File: src/hw/rtl/ttafsm_pkg.sv
// Package: state, alarm, LED and register codes for the threshold alarm.
package ttafsm_pkg;

  localparam int TEMP_WIDTH_DEF = 16;

  localparam int STATE_W = 4;
  localparam int ALARM_W = 3;
  localparam int LED_W   = 2;

  localparam logic [STATE_W-1:0] ST_NORM_1 = 4'd0;
  localparam logic [STATE_W-1:0] ST_NORM_2 = 4'd1;
  localparam logic [STATE_W-1:0] ST_NORM_3 = 4'd2;
  localparam logic [STATE_W-1:0] ST_WHI_1  = 4'd3;
  localparam logic [STATE_W-1:0] ST_WHI_2  = 4'd4;
  localparam logic [STATE_W-1:0] ST_CHI    = 4'd5;
  localparam logic [STATE_W-1:0] ST_WLO_1  = 4'd6;
  localparam logic [STATE_W-1:0] ST_WLO_2  = 4'd7;
  localparam logic [STATE_W-1:0] ST_CLO    = 4'd8;

  localparam logic [ALARM_W-1:0] AL_NONE    = 3'd0;
  localparam logic [ALARM_W-1:0] AL_HI_WARN = 3'd1;
  localparam logic [ALARM_W-1:0] AL_LO_WARN = 3'd2;
  localparam logic [ALARM_W-1:0] AL_HI_CRIT = 3'd3;
  localparam logic [ALARM_W-1:0] AL_LO_CRIT = 3'd4;

  localparam logic [LED_W-1:0] LED_OFF  = 2'd0;
  localparam logic [LED_W-1:0] LED_SLOW = 2'd1;
  localparam logic [LED_W-1:0] LED_FAST = 2'd2;

  localparam int NUM_THR   = 4;
  localparam int REG_IDX_W = 2;

  localparam logic [REG_IDX_W-1:0] REG_HIGH_CRIT = 2'd0;
  localparam logic [REG_IDX_W-1:0] REG_HIGH_WARN = 2'd1;
  localparam logic [REG_IDX_W-1:0] REG_LOW_CRIT  = 2'd2;
  localparam logic [REG_IDX_W-1:0] REG_LOW_WARN  = 2'd3;

  localparam int HIGH_CRIT_RESET = 100;
  localparam int HIGH_WARN_RESET = 80;
  localparam int LOW_CRIT_RESET  = 0;
  localparam int LOW_WARN_RESET  = 10;

  typedef struct packed {
    logic [ALARM_W-1:0] alarm;
    logic [LED_W-1:0]   led;
    logic [STATE_W-1:0] state;
  } res_t;

endpackage

File: src/hw/rtl/ttafsm_cfg_regs.sv
// Threshold registers with reset defaults, written through the plain write port.
module ttafsm_cfg_regs #(
  parameter int TEMP_WIDTH = ttafsm_pkg::TEMP_WIDTH_DEF
) (
  input  logic                                                clk,
  input  logic                                                rst,
  input  logic                                                cfg_we,
  input  logic [ttafsm_pkg::REG_IDX_W-1:0]                    cfg_index,
  input  logic [TEMP_WIDTH-1:0]                               cfg_data,
  output logic [TEMP_WIDTH-1:0]                               high_critical,
  output logic [TEMP_WIDTH-1:0]                               high_warning,
  output logic [TEMP_WIDTH-1:0]                               low_critical,
  output logic [TEMP_WIDTH-1:0]                               low_warning
);
  import ttafsm_pkg::*;

  always_ff @(posedge clk) begin
    if (rst) begin
      high_critical <= TEMP_WIDTH'(HIGH_CRIT_RESET);
      high_warning  <= TEMP_WIDTH'(HIGH_WARN_RESET);
      low_critical  <= TEMP_WIDTH'(LOW_CRIT_RESET);
      low_warning   <= TEMP_WIDTH'(LOW_WARN_RESET);
    end else if (cfg_we) begin
      case (cfg_index)
        REG_HIGH_CRIT: high_critical <= cfg_data;
        REG_HIGH_WARN: high_warning  <= cfg_data;
        REG_LOW_CRIT:  low_critical  <= cfg_data;
        REG_LOW_WARN:  low_warning   <= cfg_data;
        default: ;
      endcase
    end
  end

endmodule

File: src/hw/rtl/ttafsm_next.sv
// Next-state, alarm and LED logic for one sample.
module ttafsm_next #(
  parameter int TEMP_WIDTH = ttafsm_pkg::TEMP_WIDTH_DEF
) (
  input  logic [ttafsm_pkg::STATE_W-1:0] state,
  input  logic                           mode,
  input  logic [TEMP_WIDTH-1:0]          temperature,
  input  logic [TEMP_WIDTH-1:0]          high_critical,
  input  logic [TEMP_WIDTH-1:0]          high_warning,
  input  logic [TEMP_WIDTH-1:0]          low_critical,
  input  logic [TEMP_WIDTH-1:0]          low_warning,
  output ttafsm_pkg::res_t               res
);
  import ttafsm_pkg::*;

  logic                ge_hc;
  logic                ge_hw;
  logic                le_lc;
  logic                le_lw;
  logic [ALARM_W-1:0]  alarm;
  logic [STATE_W-1:0]  st;

  assign ge_hc = $signed(temperature) >= $signed(high_critical);
  assign ge_hw = $signed(temperature) >= $signed(high_warning);
  assign le_lc = $signed(temperature) <= $signed(low_critical);
  assign le_lw = $signed(temperature) <= $signed(low_warning);

  always_comb begin
    alarm = AL_NONE;
    st    = state;
    if (mode) begin
      st = ST_NORM_1;
    end else begin
      case (state)
        ST_NORM_1: begin
          if (ge_hw) begin
            alarm = AL_HI_WARN;
            st    = ST_WHI_1;
          end else if (le_lw) begin
            alarm = AL_LO_WARN;
            st    = ST_WLO_1;
          end
        end
        ST_NORM_2: begin
          if (ge_hw) begin
            alarm = AL_HI_WARN;
            st    = ST_WHI_1;
          end else if (le_lw) begin
            st = ST_WLO_1;
          end
        end
        ST_NORM_3: begin
          if (le_lw) begin
            alarm = AL_LO_WARN;
            st    = ST_WLO_1;
          end else if (ge_hw) begin
            st = ST_WHI_1;
          end
        end
        ST_WHI_1: begin
          if (ge_hc) begin
            alarm = AL_HI_CRIT;
            st    = ST_CHI;
          end else if (!ge_hw) begin
            st = ST_NORM_3;
          end
        end
        ST_WHI_2: begin
          if (ge_hc) st = ST_CHI;
          else if (!ge_hw) st = ST_NORM_3;
        end
        ST_CHI: begin
          if (!ge_hc) st = ST_WHI_2;
        end
        ST_WLO_1: begin
          if (le_lc) begin
            alarm = AL_LO_CRIT;
            st    = ST_CLO;
          end else if (!le_lw) begin
            st = ST_NORM_2;
          end
        end
        ST_WLO_2: begin
          if (le_lc) st = ST_CLO;
          else if (!le_lw) st = ST_NORM_2;
        end
        ST_CLO: begin
          if (!le_lc) st = ST_WLO_2;
        end
        default: st = ST_NORM_1;
      endcase
    end
  end

  always_comb begin
    res.alarm = alarm;
    res.state = st;
    case (st)
      ST_CHI, ST_CLO:                       res.led = LED_FAST;
      ST_WHI_1, ST_WHI_2, ST_WLO_1, ST_WLO_2: res.led = LED_SLOW;
      default:                              res.led = LED_OFF;
    endcase
  end

endmodule

File: src/hw/rtl/temperature_threshold_alarm_fsm_core.sv
// Top level: input register, alarm state update and result register.
// A request is captured in the input register, then its result in the result register.
// Throughput: one request per cycle while out_stall is low; the state update is combinational logic.
// Under out_stall the input register takes one more request, then in_stall rises.
// Reset: pipeline valids clear, state goes to the first normal state,
// thresholds return to their defaults.
module temperature_threshold_alarm_fsm_core #(
  parameter int TEMP_WIDTH = ttafsm_pkg::TEMP_WIDTH_DEF
) (
  input  logic                                clk,
  input  logic                                rst,
  input  logic                                cfg_we,
  input  logic [ttafsm_pkg::REG_IDX_W-1:0]    cfg_index,
  input  logic [TEMP_WIDTH-1:0]               cfg_data,
  input  logic                                in_valid,
  output logic                                in_stall,
  input  logic                                mode,
  input  logic [TEMP_WIDTH-1:0]               temperature,
  output logic                                out_valid,
  input  logic                                out_stall,
  output logic [ttafsm_pkg::ALARM_W-1:0]      alarm_code,
  output logic [ttafsm_pkg::LED_W-1:0]        led_pattern,
  output logic [ttafsm_pkg::STATE_W-1:0]      level_state
);
  import ttafsm_pkg::*;

  logic [TEMP_WIDTH-1:0] high_critical;
  logic [TEMP_WIDTH-1:0] high_warning;
  logic [TEMP_WIDTH-1:0] low_critical;
  logic [TEMP_WIDTH-1:0] low_warning;

  logic                  s1_valid;
  logic                  s1_mode;
  logic [TEMP_WIDTH-1:0] s1_temp;
  logic                  s1_adv;
  logic [STATE_W-1:0]    state;
  res_t                  res_next;

  ttafsm_cfg_regs #(
    .TEMP_WIDTH(TEMP_WIDTH)
  ) u_cfg (
    .clk          (clk),
    .rst          (rst),
    .cfg_we       (cfg_we),
    .cfg_index    (cfg_index),
    .cfg_data     (cfg_data),
    .high_critical(high_critical),
    .high_warning (high_warning),
    .low_critical (low_critical),
    .low_warning  (low_warning)
  );

  ttafsm_next #(
    .TEMP_WIDTH(TEMP_WIDTH)
  ) u_next (
    .state        (state),
    .mode         (s1_mode),
    .temperature  (s1_temp),
    .high_critical(high_critical),
    .high_warning (high_warning),
    .low_critical (low_critical),
    .low_warning  (low_warning),
    .res          (res_next)
  );

  assign s1_adv   = s1_valid && (!out_valid || !out_stall);
  assign in_stall = s1_valid && !s1_adv;

  always_ff @(posedge clk) begin
    if (rst) begin
      s1_valid <= 1'b0;
    end else if (!in_stall) begin
      s1_valid <= in_valid;
    end
  end

  always_ff @(posedge clk) begin
    if (in_valid && !in_stall) begin
      s1_mode <= mode;
      s1_temp <= temperature;
    end
  end

  always_ff @(posedge clk) begin
    if (rst) begin
      out_valid <= 1'b0;
      state     <= ST_NORM_1;
    end else if (s1_adv) begin
      out_valid <= 1'b1;
      state     <= res_next.state;
    end else if (!out_stall) begin
      out_valid <= 1'b0;
    end
  end

  always_ff @(posedge clk) begin
    if (s1_adv) begin
      alarm_code  <= res_next.alarm;
      led_pattern <= res_next.led;
      level_state <= res_next.state;
    end
  end

endmodule

File: config.mk
export PLATFORM = sky130hd
export DESIGN_NAME = temperature_threshold_alarm_fsm_core
export DESIGN_NICKNAME = d
export VERILOG_FILES = /design/src/hw/rtl/ttafsm_pkg.sv /design/src/hw/rtl/ttafsm_cfg_regs.sv /design/src/hw/rtl/ttafsm_next.sv /design/src/hw/rtl/temperature_threshold_alarm_fsm_core.sv
export SDC_FILE = /design/constraint.sdc
export NUM_CORES = 1
export LEC_CHECK = 0
export ABC_AREA = 1
export ABC_CLOCK_PERIOD_IN_PS = 4100
export BUFFER_PORTS_ARGS = -buffer_cell sky130_fd_sc_hd__buf_2
export CELL_PAD_IN_SITES_DETAIL_PLACEMENT = 1
export CELL_PAD_IN_SITES_GLOBAL_PLACEMENT = 1
export CORE_ASPECT_RATIO = 0.7
export CORE_MARGIN = 3
export CORE_UTILIZATION = 45
export CTS_BUF_LIST = sky130_fd_sc_hd__clkbuf_4 sky130_fd_sc_hd__clkbuf_8
export DETAILED_ROUTE_END_ITERATION = 10
export HOLD_SLACK_MARGIN = 0.05
export PLACE_DENSITY_LB_ADDON = 0.1
export SYNTH_ARGS = -nofsm -noshare
export SYNTH_HDL_FRONTEND = slang
export SYNTH_SLANG_ARGS = --single-unit
File: constraint.sdc
create_clock -name clk -period 4.1 [get_ports clk]
set_input_delay 0.205 -clock clk [delete_from_list [all_inputs] [get_ports clk]]
set_output_delay 0.205 -clock clk [all_outputs]
set_load 0.01 [all_outputs]
==> results_dict.tcl <==
set metrics [dict create \
    outcome "completed" \
    clk_pin_slew_ns 0.09 \
    crit_required_ns 4.22 \
    ant_nets 0 \
    rsz0062_at_grt "no" \
    leakage_nw 2.73 \
    slew_violations 0 \
    nets 811 \
    grt_pass1_vias 4568 \
    start_util_pct 46.6 \
    wl_um 14200 \
    overflow 0 \
    diodes 0 \
    clk_latency_ns 0.36 \
    ys_ff_latch 96 \
    pin_count 51 \
    power_density_mw_per_mm2 363 \
    cts.sinks 96 \
    criticalPathCategory "register to register" \
    grt_max_degree 67 \
    ys_seq_area_share_pct 42.1 \
    cts_setup_buffers 0 \
    dpl.hpwl_um 10500 \
    min_period_over_period_pct 60.9 \
    place.gp.congestion 0.853 \
    fp.dieH_um 95.8 \
    p_total_w 0.00217 \
    cp.arrival_ns 2.62 \
    routed_via_density 5.22 \
    tritoncts "done" \
    routedWlPerCell_um 16.4 \
    critPathLaunchType "register" \
    layout_commonest_cell "inv_1" \
    portBuffers 50 \
    drive_gt1_share_pct 12.3 \
    r2r-start "s1_temp[15]$_DFFE_PP_" \
    yosys_warnings 0 \
    cp-end-kind "register" \
    vias 4509 \
    worst_slew_pin_slew_ns 1.11 \
    cts_root_buffer "clkbuf_8" \
    die-area_mm2 0.0129 \
    drt_pass1_iterations 4 \
    rows 32 \
    syn_avg_cell_area_um2 8.07 \
    dieWidth_um 134 \
    layout_common_cells "115 x inv_1, 91 x nand2_1, 89 x a21oi_1, 70 x o21ai_0, 70 x dfxtp_1" \
    hp-class "primary input to register" \
    drtIter0Drc 219 \
    area_growth_pct 15.1 \
    netlist_instances 643 \
    grt_pass1_wl_um 23100 \
    crit_start "s1_temp[15]$_DFFE_PP_" \
    clock_path_buffers 2 \
    ir_worst_vdd_mv 0.164 \
    syn_nets 747 \
    syn_area_mm2 0.00519 \
    hold_viol 0 \
    hp-start "rst" \
    grtUsageTotal_pct 22.9 \
    critPathMaxFanout 4 \
    cts_buffers 9 \
    fmaxAchievable_mhz 400 \
    drc 0 \
    worst_clock_skew_ns 0.00708 \
    slew_headroom_pct 25.7 \
    antenna_found_initial 0 \
    setup_viol 0 \
    max_cap_violations 0 \
    period_needed_ns 2.50 \
    ys_types 25 \
    setup_tns_ns 0 \
    core_area_mm2 0.0111 \
    htree_levels 3 \
]
## metal layers
metal | share of wire [%] | up-vias | global-route usage [%] | routed length [um]
met2 | 46 | 83 | 38.7 | 6490
met1 | 49 | 2156 | 31.0 | 6950
met4 | 1.1 | 0 | 4.92 | 150
met3 | 4.0 | 15 | 3.92 | 566
li1 | - | 2255 | - | -
met5 | 0 | - | 0 | 0
## cell usage after synthesis, drive strengths merged
cell    count  share of area, %
o21a        1              0.14
clkbuf     16               1.2
nand2      98               7.4
o21bai      2              0.36
a21o        2              0.29
nor2       42               3.2
nand4       8              0.97
dfxtp      70                27
ha         64                15
nand3      25               3.1
inv       116               8.4
a31oi       1              0.12
nor3        5              0.48
nor4        1              0.41
a21oi      90               8.8
edfxtp     26                15
o21ai      71               6.9
o211ai      5              0.72
## state kept, by name (all words and copies together), names as in the netlist
name and count:
s1_temp 16, u_cfg.high_critical 16, u_cfg.high_warning 16, u_cfg.low_critical 16, u_cfg.low_warning 16, level_state 4
state 4, alarm_code 3, led_pattern 2, out_valid 1, s1_mode 1, s1_valid 1
## critical path: stages (launching register included)
cell and delay (ns):
edfxtp_1 0.48, ha_1 0.39, nand2_1 0.09, nor2_1 0.16
nand3_1 0.11, nor2_1 0.15, nand2_1 0.09, nand4_1 0.09
nand3_1 0.16, nand2_1 0.10, nand2_1 0.05, inv_1 0.06
nand3_2 0.06, nand2_2 0.10, nor2_2 0.05, nand2_1 0.06
nand2_1 0.05
## stage by stage
stage	setup WS (ns)	hold WS (ns)	cells	util, %	instance area (um^2)
after floorplan	1.98	0.274	643	-	5190
after CTS	1.58	0.0689	863	53.6	5970
after global routing	1.30	0.0858	863	53.6	5970
final	1.60	0.0923	863	53.6	5970
after global placement	1.64	0.381	832	50.2	5580
after detailed placement	1.58	0.384	832	50.2	5580
## worst paths after layout
kind / cells past startpoint / slack [ns] / end
worst max-delay path: 16 / 1.60 / led_pattern[1]$_DFFE_PP_
worst min-delay path: 2 / 0.09 / s1_valid$_SDFFE_PP0N_
worst max register to register: 16 / 1.60 / led_pattern[1]$_DFFE_PP_
worst min register to register: 2 / 0.47 / u_cfg.high_critical[3]$_SDFFE_PP0P_
## power by group
part	switching (W)	internal [W]	leakage (nW)
logic	0.000262	0.000153	1.80
clock network	0.000333	0.000362	0.109
registers	0.0000280	0.00103	0.828
## what timing repair did
item                       CTS  global route
setup endpoints to repair    0             0
gates resized for setup      0             0
hold buffers                17             0
hold endpoints to repair    17             0
## final cells by class
class                           count  area, um^2
Clock buffer                       11         145
Clock inverter                      3        68.8
Fill cell                        1402        5160
Inverter                          116         435
Multi-Input combinational cell    415        2510
Sequential cell                    96        2180
Tap cell                          153         191
Timing Repair Buffer               69         435
## logic make-up (layout without fill, tap and decap cells)
group	after synthesis	after routing	synth area share, %
and+or+nand+nor	179	179	15.6
buffers and inverters	132	199	9.55
DFF	96	96	42.1
adders and majority gates	64	64	15.4
AOI/OAI and AO/OA	172	172	17.3
Note: power is estimated with default switching activity, not from simulation.
